## config.mk

```make
export PLATFORM = sky130hd
export DESIGN_NAME = heading_pid_with_angle_wrap_unit
export DESIGN_NICKNAME = d
export VERILOG_FILES = /design/src/hw/rtl/hpid_pkg.sv /design/src/hw/rtl/heading_pid_with_angle_wrap_unit.sv /design/src/hw/rtl/hpid_seq.sv
export SDC_FILE = /design/constraint.sdc
export NUM_CORES = 1
export LEC_CHECK = 0
export CAP_MARGIN = 20
export CORE_AREA = 5 5 271 273
export DETAILED_ROUTE_END_ITERATION = 10
export DIE_AREA = 0 0 276 278
export DONT_BUFFER_PORTS = 1
export PLACE_DENSITY = 0.54
export SLEW_MARGIN = 20
export SYNTH_ARGS = -nofsm -noshare
export SYNTH_HDL_FRONTEND = slang
export SYNTH_SLANG_ARGS = --single-unit
```

## constraint.sdc

```tcl
create_clock -name clk_i -period 8 [get_ports clk_i]
set_input_delay 0.4 -clock clk_i [delete_from_list [all_inputs] [get_ports clk_i]]
set_output_delay 0.4 -clock clk_i [all_outputs]
set_load 0.02 [all_outputs]
```

## src/hw/rtl/hpid_pkg.sv

```systemverilog
// ----------------------------------------------------------------------------
// hpid_pkg: shared types and constants for the heading PID unit
// Control word layout, sequencer status, register indexes and the sample
// period used by the integral and derivative terms.
// ----------------------------------------------------------------------------
`timescale 1ns / 1ps
`default_nettype none

package hpid_pkg;

  // Sample period in controller ticks
  localparam int SAMPLE_PERIOD = 1;
  localparam logic [15:0] SamplePeriod16 = 16'(SAMPLE_PERIOD);
  localparam logic signed [33:0] SamplePeriodS = 34'(SAMPLE_PERIOD);

  // Program step counter width
  localparam int StepW = 3;

  // Configuration register indexes
  typedef enum logic [2:0] {
    REG_PROP_GAIN  = 3'd0,
    REG_INTEG_GAIN = 3'd1,
    REG_DERIV_GAIN = 3'd2,
    REG_PROP_CAP   = 3'd3,
    REG_HALF_TURN  = 3'd4,
    REG_FULL_TURN  = 3'd5,
    REG_DRIVE_MIN  = 3'd6,
    REG_DRIVE_MAX  = 3'd7
  } hpid_reg_e;

  // Multiplier operand selection
  typedef enum logic [1:0] {
    MUL_NONE,
    MUL_P,
    MUL_I,
    MUL_D
  } hpid_mul_e;

  // Accumulator operation
  typedef enum logic [2:0] {
    ACC_HOLD,
    ACC_OFFS,
    ACC_P,
    ACC_I,
    ACC_D
  } hpid_acc_e;

  // Error register operation
  typedef enum logic [1:0] {
    ERR_HOLD,
    ERR_LOAD,
    ERR_WRAP
  } hpid_err_e;

  // Condition that holds the step counter in place
  typedef enum logic [1:0] {
    HOLD_NONE,
    HOLD_IN,
    HOLD_OUT
  } hpid_hold_e;

  // One microcode word
  typedef struct packed {
    hpid_hold_e         hold;
    hpid_err_e          err_op;
    hpid_mul_e          mul_sel;
    hpid_acc_e          acc_op;
    logic               out_load;
    logic               jump;
    logic [StepW-1:0]   target;
  } hpid_ctrl_t;

  // Datapath status seen by the sequencer
  typedef struct packed {
    logic in_valid;
    logic out_busy;
  } hpid_status_t;

  // Sequencer output: current word and whether the step executes
  typedef struct packed {
    hpid_ctrl_t ctrl;
    logic       go;
  } hpid_step_t;

endpackage

`default_nettype wire

```

## src/hw/rtl/heading_pid_with_angle_wrap_unit.sv

```systemverilog
// Heading PID controller with angle wrap. Each input beat carries a target
// heading, a measured heading and a feed-forward offset; one output beat
// returns the drive value, clamped to drive_min then drive_max. A microcoded
// sequencer steps one shared 17x17 multiplier through the P, I and D terms,
// so a sample occupies the unit from acceptance until the last step registers
// the result (input ready again the cycle after), plus any output stall while
// a previous result is still waiting. The user must write configuration through
// the plain write port only while the unit is idle; it is not enforced.
// ----------------------------------------------------------------------------
// heading_pid_with_angle_wrap_unit: top level
// Configuration registers, datapath and output register around the
// microcode sequencer.
// ----------------------------------------------------------------------------
`timescale 1ns / 1ps
`default_nettype none

module heading_pid_with_angle_wrap_unit (
  input  wire               clk_i,
  input  wire               rst_ni,
  input  wire               cfg_we_i,
  input  wire        [2:0]  cfg_idx_i,
  input  wire        [15:0] cfg_wdata_i,
  input  wire               in_valid_i,
  output logic              in_stall_o,
  input  wire signed [15:0] target_heading_i,
  input  wire signed [15:0] measured_heading_i,
  input  wire signed [15:0] drive_offset_i,
  output logic              out_valid_o,
  input  wire               out_stall_i,
  output logic signed [15:0] drive_out_o
);

  // Configuration registers
  logic        [14:0] prop_gain_q, integ_gain_q, deriv_gain_q, full_turn_q;
  logic        [13:0] half_turn_q;
  logic signed [15:0] prop_cap_q, drive_min_q, drive_max_q;

  always_ff @(posedge clk_i or negedge rst_ni) begin
    if (!rst_ni) begin
      prop_gain_q  <= 15'd1;
      integ_gain_q <= 15'd0;
      deriv_gain_q <= 15'd0;
      prop_cap_q   <= 16'sd32767;
      half_turn_q  <= 14'd180;
      full_turn_q  <= 15'd360;
      drive_min_q  <= 16'sd0;
      drive_max_q  <= 16'sd100;
    end else if (cfg_we_i) begin
      case (hpid_pkg::hpid_reg_e'(cfg_idx_i))
        hpid_pkg::REG_PROP_GAIN:  prop_gain_q  <= cfg_wdata_i[14:0];
        hpid_pkg::REG_INTEG_GAIN: integ_gain_q <= cfg_wdata_i[14:0];
        hpid_pkg::REG_DERIV_GAIN: deriv_gain_q <= cfg_wdata_i[14:0];
        hpid_pkg::REG_PROP_CAP:   prop_cap_q   <= $signed(cfg_wdata_i);
        hpid_pkg::REG_HALF_TURN:  half_turn_q  <= cfg_wdata_i[13:0];
        hpid_pkg::REG_FULL_TURN:  full_turn_q  <= cfg_wdata_i[14:0];
        hpid_pkg::REG_DRIVE_MIN:  drive_min_q  <= $signed(cfg_wdata_i);
        hpid_pkg::REG_DRIVE_MAX:  drive_max_q  <= $signed(cfg_wdata_i);
        default: ;
      endcase
    end
  end

  // Sequencer
  hpid_pkg::hpid_status_t status;
  hpid_pkg::hpid_step_t   step;
  hpid_pkg::hpid_ctrl_t   ctrl;
  logic                   go;
  logic                   out_valid_q, out_valid_d;

  assign status.in_valid = in_valid_i;
  assign status.out_busy = out_valid_q && out_stall_i;

  hpid_seq u_seq (
    .clk_i   (clk_i),
    .rst_ni  (rst_ni),
    .status_i(status),
    .step_o  (step)
  );

  assign ctrl       = step.ctrl;
  assign go         = step.go;
  assign in_stall_o = (ctrl.hold != hpid_pkg::HOLD_IN);

  // Datapath registers
  logic signed [15:0] err_q, err_d;
  logic signed [16:0] diff_q, diff_d;
  logic signed [15:0] offs_q, offs_d;
  logic signed [15:0] last_q, last_d;
  logic signed [15:0] integ_q, integ_d;
  logic signed [15:0] acc_q, acc_d;
  logic signed [33:0] prod_q, prod_d;
  logic signed [15:0] drive_q, drive_d;

  // Error wrap
  logic signed [16:0] err_x, half_x, full_x;
  assign err_x  = {err_q[15], err_q};
  assign half_x = $signed({3'b000, half_turn_q});
  assign full_x = $signed({2'b00, full_turn_q});

  // Shared multiplier
  logic signed [16:0] mul_a, mul_b;
  logic signed [33:0] prod;
  always_comb begin
    case (ctrl.mul_sel)
      hpid_pkg::MUL_P: begin
        mul_a = $signed({2'b00, prop_gain_q});
        mul_b = err_x;
      end
      hpid_pkg::MUL_I: begin
        mul_a = $signed({2'b00, integ_gain_q});
        mul_b = err_x;
      end
      hpid_pkg::MUL_D: begin
        mul_a = $signed({2'b00, deriv_gain_q});
        mul_b = diff_q;
      end
      default: begin
        mul_a = '0;
        mul_b = '0;
      end
    endcase
  end
  assign prod = mul_a * mul_b;

  // Term shaping from the registered product
  logic signed [15:0] p_raw, p_cap, i_step, d_term;
  logic        [31:0] i_full;
  logic signed [33:0] d_full;
  assign p_raw  = prod_q[15:0];
  assign p_cap  = (p_raw > prop_cap_q) ? prop_cap_q : p_raw;
  assign i_full = prod_q[15:0] * hpid_pkg::SamplePeriod16;
  assign i_step = i_full[15:0];
  assign d_full = prod_q / hpid_pkg::SamplePeriodS;
  assign d_term = d_full[15:0];

  // Clamp lower then upper
  logic signed [15:0] lo_clamped;
  assign lo_clamped = (acc_q < drive_min_q) ? drive_min_q : acc_q;

  // Next-state datapath
  always_comb begin
    err_d       = err_q;
    diff_d      = diff_q;
    offs_d      = offs_q;
    last_d      = last_q;
    integ_d     = integ_q;
    acc_d       = acc_q;
    prod_d      = prod_q;
    drive_d     = drive_q;
    out_valid_d = out_valid_q && out_stall_i;
    if (go) begin
      case (ctrl.err_op)
        hpid_pkg::ERR_LOAD: begin
          err_d  = 16'(target_heading_i - measured_heading_i);
          diff_d = {last_q[15], last_q} - {measured_heading_i[15], measured_heading_i};
          offs_d = drive_offset_i;
          last_d = measured_heading_i;
        end
        hpid_pkg::ERR_WRAP: begin
          if (err_x < -half_x) begin
            err_d = 16'(err_x + full_x);
          end else if (err_x > half_x) begin
            err_d = 16'(err_x - full_x);
          end
        end
        default: ;
      endcase
      if (ctrl.mul_sel != hpid_pkg::MUL_NONE) begin
        prod_d = prod;
      end
      case (ctrl.acc_op)
        hpid_pkg::ACC_OFFS: acc_d = offs_q;
        hpid_pkg::ACC_P:    acc_d = acc_q + p_cap;
        hpid_pkg::ACC_I: begin
          integ_d = integ_q + i_step;
          acc_d   = acc_q + integ_q + i_step;
        end
        hpid_pkg::ACC_D:    acc_d = acc_q + d_term;
        default: ;
      endcase
      if (ctrl.out_load) begin
        drive_d     = (lo_clamped > drive_max_q) ? drive_max_q : lo_clamped;
        out_valid_d = 1'b1;
      end
    end
  end

  // Control and state registers
  always_ff @(posedge clk_i or negedge rst_ni) begin
    if (!rst_ni) begin
      out_valid_q <= 1'b0;
      integ_q     <= '0;
      last_q      <= '0;
    end else begin
      out_valid_q <= out_valid_d;
      integ_q     <= integ_d;
      last_q      <= last_d;
    end
  end

  // Payload registers
  always_ff @(posedge clk_i) begin
    err_q   <= err_d;
    diff_q  <= diff_d;
    offs_q  <= offs_d;
    acc_q   <= acc_d;
    prod_q  <= prod_d;
    drive_q <= drive_d;
  end

  assign out_valid_o = out_valid_q;
  assign drive_out_o = drive_q;

endmodule

`default_nettype wire

```

## src/hw/rtl/hpid_seq.sv

```systemverilog
// ----------------------------------------------------------------------------
// hpid_seq: microcode sequencer
// Step counter and program table; holds on wait conditions, jumps back to
// the start after the result step.
// ----------------------------------------------------------------------------
`timescale 1ns / 1ps
`default_nettype none

module hpid_seq (
  input  wire                    clk_i,
  input  wire                    rst_ni,
  input  wire hpid_pkg::hpid_status_t status_i,
  output hpid_pkg::hpid_step_t   step_o
);

  logic [hpid_pkg::StepW-1:0] pc_q, pc_d;
  hpid_pkg::hpid_ctrl_t       word;
  logic                       go;

  // Program table
  function automatic hpid_pkg::hpid_ctrl_t rom(input logic [hpid_pkg::StepW-1:0] pc);
    hpid_pkg::hpid_ctrl_t w;
    w = '{hold: hpid_pkg::HOLD_NONE, err_op: hpid_pkg::ERR_HOLD,
          mul_sel: hpid_pkg::MUL_NONE, acc_op: hpid_pkg::ACC_HOLD,
          out_load: 1'b0, jump: 1'b0, target: '0};
    case (pc)
      3'd0: begin  // wait for a sample, latch it
        w.hold   = hpid_pkg::HOLD_IN;
        w.err_op = hpid_pkg::ERR_LOAD;
      end
      3'd1: begin  // wrap error the short way, seed with offset
        w.err_op = hpid_pkg::ERR_WRAP;
        w.acc_op = hpid_pkg::ACC_OFFS;
      end
      3'd2: begin
        w.mul_sel = hpid_pkg::MUL_P;
      end
      3'd3: begin
        w.mul_sel = hpid_pkg::MUL_I;
        w.acc_op  = hpid_pkg::ACC_P;
      end
      3'd4: begin
        w.mul_sel = hpid_pkg::MUL_D;
        w.acc_op  = hpid_pkg::ACC_I;
      end
      3'd5: begin
        w.acc_op = hpid_pkg::ACC_D;
      end
      3'd6: begin  // clamp into output register, restart
        w.hold     = hpid_pkg::HOLD_OUT;
        w.out_load = 1'b1;
        w.jump     = 1'b1;
      end
      default: begin
        w.jump = 1'b1;
      end
    endcase
    return w;
  endfunction

  // Decode current step and hold conditions
  always_comb begin
    word = rom(pc_q);
    case (word.hold)
      hpid_pkg::HOLD_IN:  go = status_i.in_valid;
      hpid_pkg::HOLD_OUT: go = !status_i.out_busy;
      default:            go = 1'b1;
    endcase
    if (!go) begin
      pc_d = pc_q;
    end else if (word.jump) begin
      pc_d = word.target;
    end else begin
      pc_d = pc_q + 1'b1;
    end
  end

  always_ff @(posedge clk_i or negedge rst_ni) begin
    if (!rst_ni) begin
      pc_q <= '0;
    end else begin
      pc_q <= pc_d;
    end
  end

  assign step_o.ctrl = word;
  assign step_o.go   = go;

endmodule

`default_nettype wire

```

* Word-level counts from Yosys, hierarchy flattened
Index checks and enable logic that the tools add are counted.
** Word-level totals
- Register bits :: 255
- Bits of input ports :: 72
- Output and inout bits :: 18
- Word-level logic and storage cells :: 102
** Operators by class
- $add $sub $neg :: 11
- $mul :: 1
- $lt $le $gt $ge :: 5
- Eq/ne operators :: 26
- Muxes and demuxes :: 18
- Reductions and logical operators :: 23
** Operators with widths (count)
- adder 16 bit :: 6
- 2-to-1 mux 16 bit :: 5
- one-hot mux 16 bit (4 select lines) :: 1
- one-hot mux 15 bit (3 select lines) :: 1
- one-hot mux 17 bit (2 select lines) :: 1
- > comparator 16 bit :: 2
- one-hot mux 16 bit (2 select lines) :: 1
- subtractor 16 bit :: 2
- AND reduction 2 bit :: 13
- equality test 3 bit (second input constant) :: 8
- equality test 3 x 2 -> 1 bit (second input constant) :: 6
- < comparator 16 x 17 -> 1 bit :: 1
- multiplier 16 x 17 -> 16 bit :: 1
- negator 14 -> 17 bit :: 1
- subtractor 16 x 16 -> 17 bit :: 1
- > comparator 16 x 15 -> 1 bit :: 1
- < comparator 16 bit :: 1
- one-hot mux 3 bit (4 select lines) :: 1
- equality test 3 x 1 -> 1 bit (second input constant) :: 3
- equality test 2 bit (second input constant) :: 4
- one-hot mux 2 bit (2 select lines) :: 2
- equality test 2 x 1 -> 1 bit (second input constant) :: 3
- zero test 3 bit :: 2
- one-hot mux 2 bit (3 select lines) :: 1
- other kinds (13) :: 16

* Depth between registers and ports, before layout
- Depth in word-level cells :: 6
- Gate-level depth with buffers :: 33
- Mapped depth without buffers :: 29

* Cells and area by module
Synthesis repeated with hierarchy kept, for this count alone.
** Unflattened totals
- Cell total of the unflattened synthesis :: 2215
- Area total of the unflattened synthesis :: 21526.9 um2
** By module, submodules not included
- heading_pid_with_angle_wrap_unit :: times used 1, cells each 2172, area an instance 21182.8 um2, sequential area each 6795.3 um2
- hpid_seq :: times used 1, cells each 43, area an instance 344.1 um2, sequential area each 75.1 um2

* Least setup slack after synthesis
Ideal clock, no wire load.
- Path kind :: flip-flop to flip-flop
- From :: register u_seq.pc_q[0] (netlist name)
- To :: register prod_q[14], data pin
- Library setup time :: 0.259 ns
- Arrival time :: 6.894 ns
- Data required time :: 7.741 ns
- Path slack :: 0.847 ns
- Stages on the path, launching flop included :: 31
- Path buffers :: 5
- Clock period less this slack :: 7.153 ns
- Cells stage by stage :: dfrtp_1 -> inv_1 -> ha_1 -> clkbuf_1 -> a21oi_1 -> inv_1 -> ha_1 -> buf_6 -> buf_12 -> clkbuf_8 -> a222oi_1 -> clkbuf_1 -> nor2_1 -> fa_1 -> inv_1 -> fa_1 -> inv_1 -> fa_1 -> inv_1 -> fa_1 -> inv_1 -> fa_1 -> inv_1 -> fa_1 -> inv_1 -> ha_1 -> and3_1 -> a21oi_1 -> o21ai_0 -> o211ai_1 -> xnor2_1
** On the way
- Cells in the longest elaborated chain, start to end :: 6
- Elaborated cells between the ends (all ways) :: 11
- Classes of those cells :: mul (1); eq/ne (6); mux (3); reduce/logical (1)
** RTL lines
- from (decl) :: RTL line hpid_seq.sv:16 : logic [hpid_pkg::StepW-1:0] pc_q, pc_d;
- from (signal assigned) :: RTL line hpid_seq.sv:82 : pc_q <= pc_d;
- equality test 3 bit / equality test 3 x 2 -> 1 bit (equally long branches) :: RTL line hpid_seq.sv:26 : case (pc)
- one-hot mux 2 bit (3 select lines) * :: RTL line hpid_seq.sv:26
- equality test 2 bit / equality test 2 x 1 -> 1 bit (equally long branches) :: RTL line heading_pid_with_angle_wrap_unit.sv:104 : case (ctrl.mul_sel)
- OR reduction 2 bit (no source line)
- one-hot mux 17 bit (2 select lines) :: RTL line heading_pid_with_angle_wrap_unit.sv:104
- multiplier 16 x 17 -> 16 bit * :: RTL line heading_pid_with_angle_wrap_unit.sv:123 : assign prod = mul_a * mul_b;
- named net prod[14] :: RTL line heading_pid_with_angle_wrap_unit.sv:102 : logic signed [33:0] prod;
- to (signal assigned) :: RTL line heading_pid_with_angle_wrap_unit.sv:207 : prod_q <= prod_d;
- to (decl) :: RTL line heading_pid_with_angle_wrap_unit.sv:91 : logic signed [33:0] prod_q, prod_d;
Mark *: on every way through the listed nets, which the timed path passes. The rest lies on a longest branch.
A chain may end at the register's enable or synchronous reset.

* Worst setup path in the final report
- From :: register u_seq.pc_q[0] (netlist name)
- To :: register prod_q[15], data pin
Same word-level chain as after synthesis.

==> flow_summary.json <==
{
  "cts-htree-levels": 1,
  "clock_path_buffers": 3,
  "required_ps": 8330,
  "critPathMaxStageDelay_ps": 870,
  "peakVddDrop_mv": 0.203,
  "ys_top_cells_by_area": "dfrtp_1 16%, edfxtp_1 14%, ha_1 14%, fa_1 9.6%, mux2_2 7.4%",
  "drive_gt1_share_pct": 12.3,
  "nFillCells": 7385,
  "p_per_area_mw_per_mm2": 453,
  "timing.hold.ws_ps": 22.8,
  "antennaDiodeCount": 0,
  "layout_common_cells": "243 x inv_1, 227 x ha_1, 190 x nand2_1",
  "setup_viol": 0,
  "avgRoutedWirePerCell_um": 18.7,
  "synth_seq_cells": 254,
  "syn-instance-count": 2140,
  "dr_total_vias": 15536,
  "cp.arrival_ps": 7930,
  "grt_overflow_total": 0,
  "fp.dieH_um": 278,
  "ys_async_sr_fraction_pct": 62.2,
  "gr-usage-all-layers_pct": 15.2,
  "met1_length_mm": 27.1,
  "syn_nets": 2540,
  "hpwlAfterDp_mm": 45.9,
  "critPathSlowestCell": "a222oi_1",
  "grt_pass1_wl_mm": 93.9,
  "initial_core_util_pct": 29.7,
  "stdcell_area_mm2": 0.0236,
  "relSlewSlack_pct": 30.9,
  "slew_violations": 0,
  "status": "complete, no violations",
  "end_kind": "flop",
  "routed_via_density": 4.93,
  "worst_clock_skew_ps": 29.7,
  "dpl_cell_area_mm2": 0.0222,
  "routed.top_layer": "met4",
  "synth_top_area_share_pct": 15.6,
  "gp_congestion": 0.912,
  "io_buffer_count": 0,
  "path_cells": "inv_1 -> ha_1 -> a21oi_1 -> inv_1 -> ha_1 -> a222oi_1 -> buf_4 -> nor3_1 -> fa_1 -> inv_1 -> fa_1 -> fa_1 -> fa_1 -> fa_1 -> fa_1 -> xnor2_1 -> xnor2_1 -> xnor2_1 -> xnor2_1 -> xnor3_1 -> xnor2_1",
  "die_w_um": 276,
  "synth_top_family_by_area": "adder cells",
  "final_common_cell": "inv_1",
  "ys_types": 82,
  "drc": 0,
  "met3WireLength_mm": 2.34,
  "drt-total-wl_mm": 58.9,
  "yosysTopAreaCell": "dfrtp_1",
  "multi_input_area_mm2": 0.0130,
  "cts_resized": 0,
  "synthXorXnorAreaFrac_pct": 5.76,
  "hp-class": "in2reg",
  "synth_compound_area_share_pct": 12.1,
  "startpoint_type": "flop",
  "cts_tree": "yes",
  "wl_met2_mm": 27.7,
  "drtIter0Drc": 1027,
  "die-area_mm2": 0.0767,
  "cpLargestDelayFamily": "adder cells",
  "synth_flop_cell": "dfrtp_1",
  "finalCritPeriodShare_pct": 95.0,
  "syn_to_final_growth_pct": 12.3,
  "seq_area_frac_synth_pct": 32.7,
  "worstSetupPathType": "reg2reg",
  "synthMuxAreaShare_pct": 7.78,
  "p_total_w": 0.0107,
  "min_period_ps": 7600,
  "syn_area_mm2": 0.0210,
  "clk_latency_ps": 590,
  "path_max_fanout": 12,
  "rows": 98,
  "clock.fmax_mhz": 132,
  "cpMostUsedCell": "fa_1",
  "synth_edf_count": 96,
  "seq_area_mm2": 0.00687,
  "finalHoldViolCount": 0,
  "clk_pin_slew_ps": 60,
  "cts-root-buf": "clkbuf_16",
  "leakagePower_nw": 10.1,
  "setup-tns-final_ps": 0,
  "cts_buffers": 30,
  "rsz0062_at_grt": "false",
  "clock_sink_count": 254,
  "cap_violations": 0,
  "yosysWarnings": 0,
  "worst_slew_pin_slew_ps": 1040,
  "yosys.area_share.simple_pct": 12.9,
  "grt_start_max_net_pins": 159,
  "antenna_found_initial": 2,
  "drt_first_pass_iters": 6,
  "synthAdderAreaFrac_pct": 23.1,
  "cp_num_buf_inv": 4,
  "ant_nets": 0,
  "avgSynthCellArea_um2": 9.82,
  "ios": 90,
  "core_area_mm2": 0.0709,
  "grt_pass1_vias": 16430,
  "nets": 2579
}
## power by group
part | internal (W) | total (W) | switching (W)
Clock | 0.000874 | 0.00146 | 0.000585
Sequential | 0.00202 | 0.00257 | 0.000551
Combinational | 0.00282 | 0.00665 | 0.00383
Total | 0.00571 | 0.0107 | 0.00497
## path summary, 6_finish.rpt
path                               startpoint           to  slack, ps  cells after the start
worst min register to register    integ_q[15]  integ_q[15]        490                      1
max in group asynchronous              rst_ni   last_q[13]       6770                      2
min in group asynchronous              rst_ni   integ_q[5]        450                      2
worst max register to register  u_seq.pc_q[0]   prod_q[15]        400                     21
worst max-delay path            u_seq.pc_q[0]   prod_q[15]        400                     21
worst min-delay path              out_stall_i  out_valid_o         20                      2
## cell families (layout without fill, tap and decap cells)
group | count (synthesis) | after routing
mux | 146 | 146
compound gates | 399 | 399
simple gates | 579 | 579
flops | 254 | 254
buf+inv | 299 | 362
fa+ha+maj | 328 | 328
xor+xnor | 135 | 135
## through the flow
stage | setup slack, ps | util (%) | std cells
floorplan | 847 | - | 2140
global placement | 738 | 31.3 | 3060
detailed placement | 438 | 31.3 | 3060
CTS | 416 | 33.3 | 3152
global route | 15.1 | 33.3 | 3153
finish | 398 | 33.3 | 3153
## layer usage
metal / up-vias / global-route usage [%]
met5: - / 0
met4: 0 / 3.85
met3: 90 / 2.11
met2: 330 / 25.8
met1: 7600 / 20.6
li1: 7516 / -
## synthesized netlist by cell type, types with 4 or more instances
master / count
a2111oi_0: 5
a211oi_1: 16
a21boi_0: 4
a21o_1: 27
a21oi_1: 73
a222oi_1: 8
a22oi_1: 27
a31oi_1: 8
and2_1: 15
and3_1: 9
buf_2: 5
clkbuf_1: 42
dfrtp_1: 131
dfstp_2: 27
edfxtp_1: 96
fa_1: 101
ha_1: 227
inv_1: 243
mux2_2: 139
mux2i_1: 7
nand2_1: 190
nand2b_1: 30
nand3_1: 31
nand4_1: 14
nor2_1: 153
nor2b_1: 20
nor3_1: 50
nor3b_1: 5
nor4_1: 8
o211ai_1: 13
o21a_1: 22
o21ai_0: 137
o21bai_1: 8
o31ai_1: 13
or2_2: 15
or3_1: 15
or4_1: 4
xnor2_1: 92
xor2_1: 41
## final cells by class
class / count / share of cell area (%)
tap: 950 / 5.04
sequential: 254 / 29.1
timing repair buffer: 61 / 2.47
inverter: 245 / 3.90
clock buffer: 37 / 3.38
clock inverter: 19 / 1.03
multi-input combinational: 1587 / 55.1
## sequential cells by signal, summed over array words and instances, names as in the netlist
name / cells
u_seq.pc_q: 3
half_turn_q: 14
drive_out_o: 16
acc_q: 16
drive_min_q: 16
offs_q: 16
prop_gain_q: 15
integ_gain_q: 15
integ_q: 16
diff_q: 16
drive_max_q: 16
prod_q: 16
prop_cap_q: 16
last_q: 16
err_q: 16
deriv_gain_q: 15
out_valid_o: 1
full_turn_q: 15
## what timing repair did
item / in CTS / in global routing
setup buffers: 0 / 0
hold buffers: 36 / 0
hold endpoints to repair: 298 / 0
## worst register-to-register path: stages, from the launching register on
cell and delay [ps]:
dfrtp_1 430, inv_1 140, ha_1 330, a21oi_1 300, inv_1 130, ha_1 410, a222oi_1 870, buf_4 310
nor3_1 80, fa_1 520, inv_1 60, fa_1 500, fa_1 550, fa_1 450, fa_1 520, fa_1 450
xnor2_1 190, xnor2_1 160, xnor2_1 150, xnor2_1 140, xnor3_1 500, xnor2_1 170
Note: power is estimated with default switching activity, not from simulation.
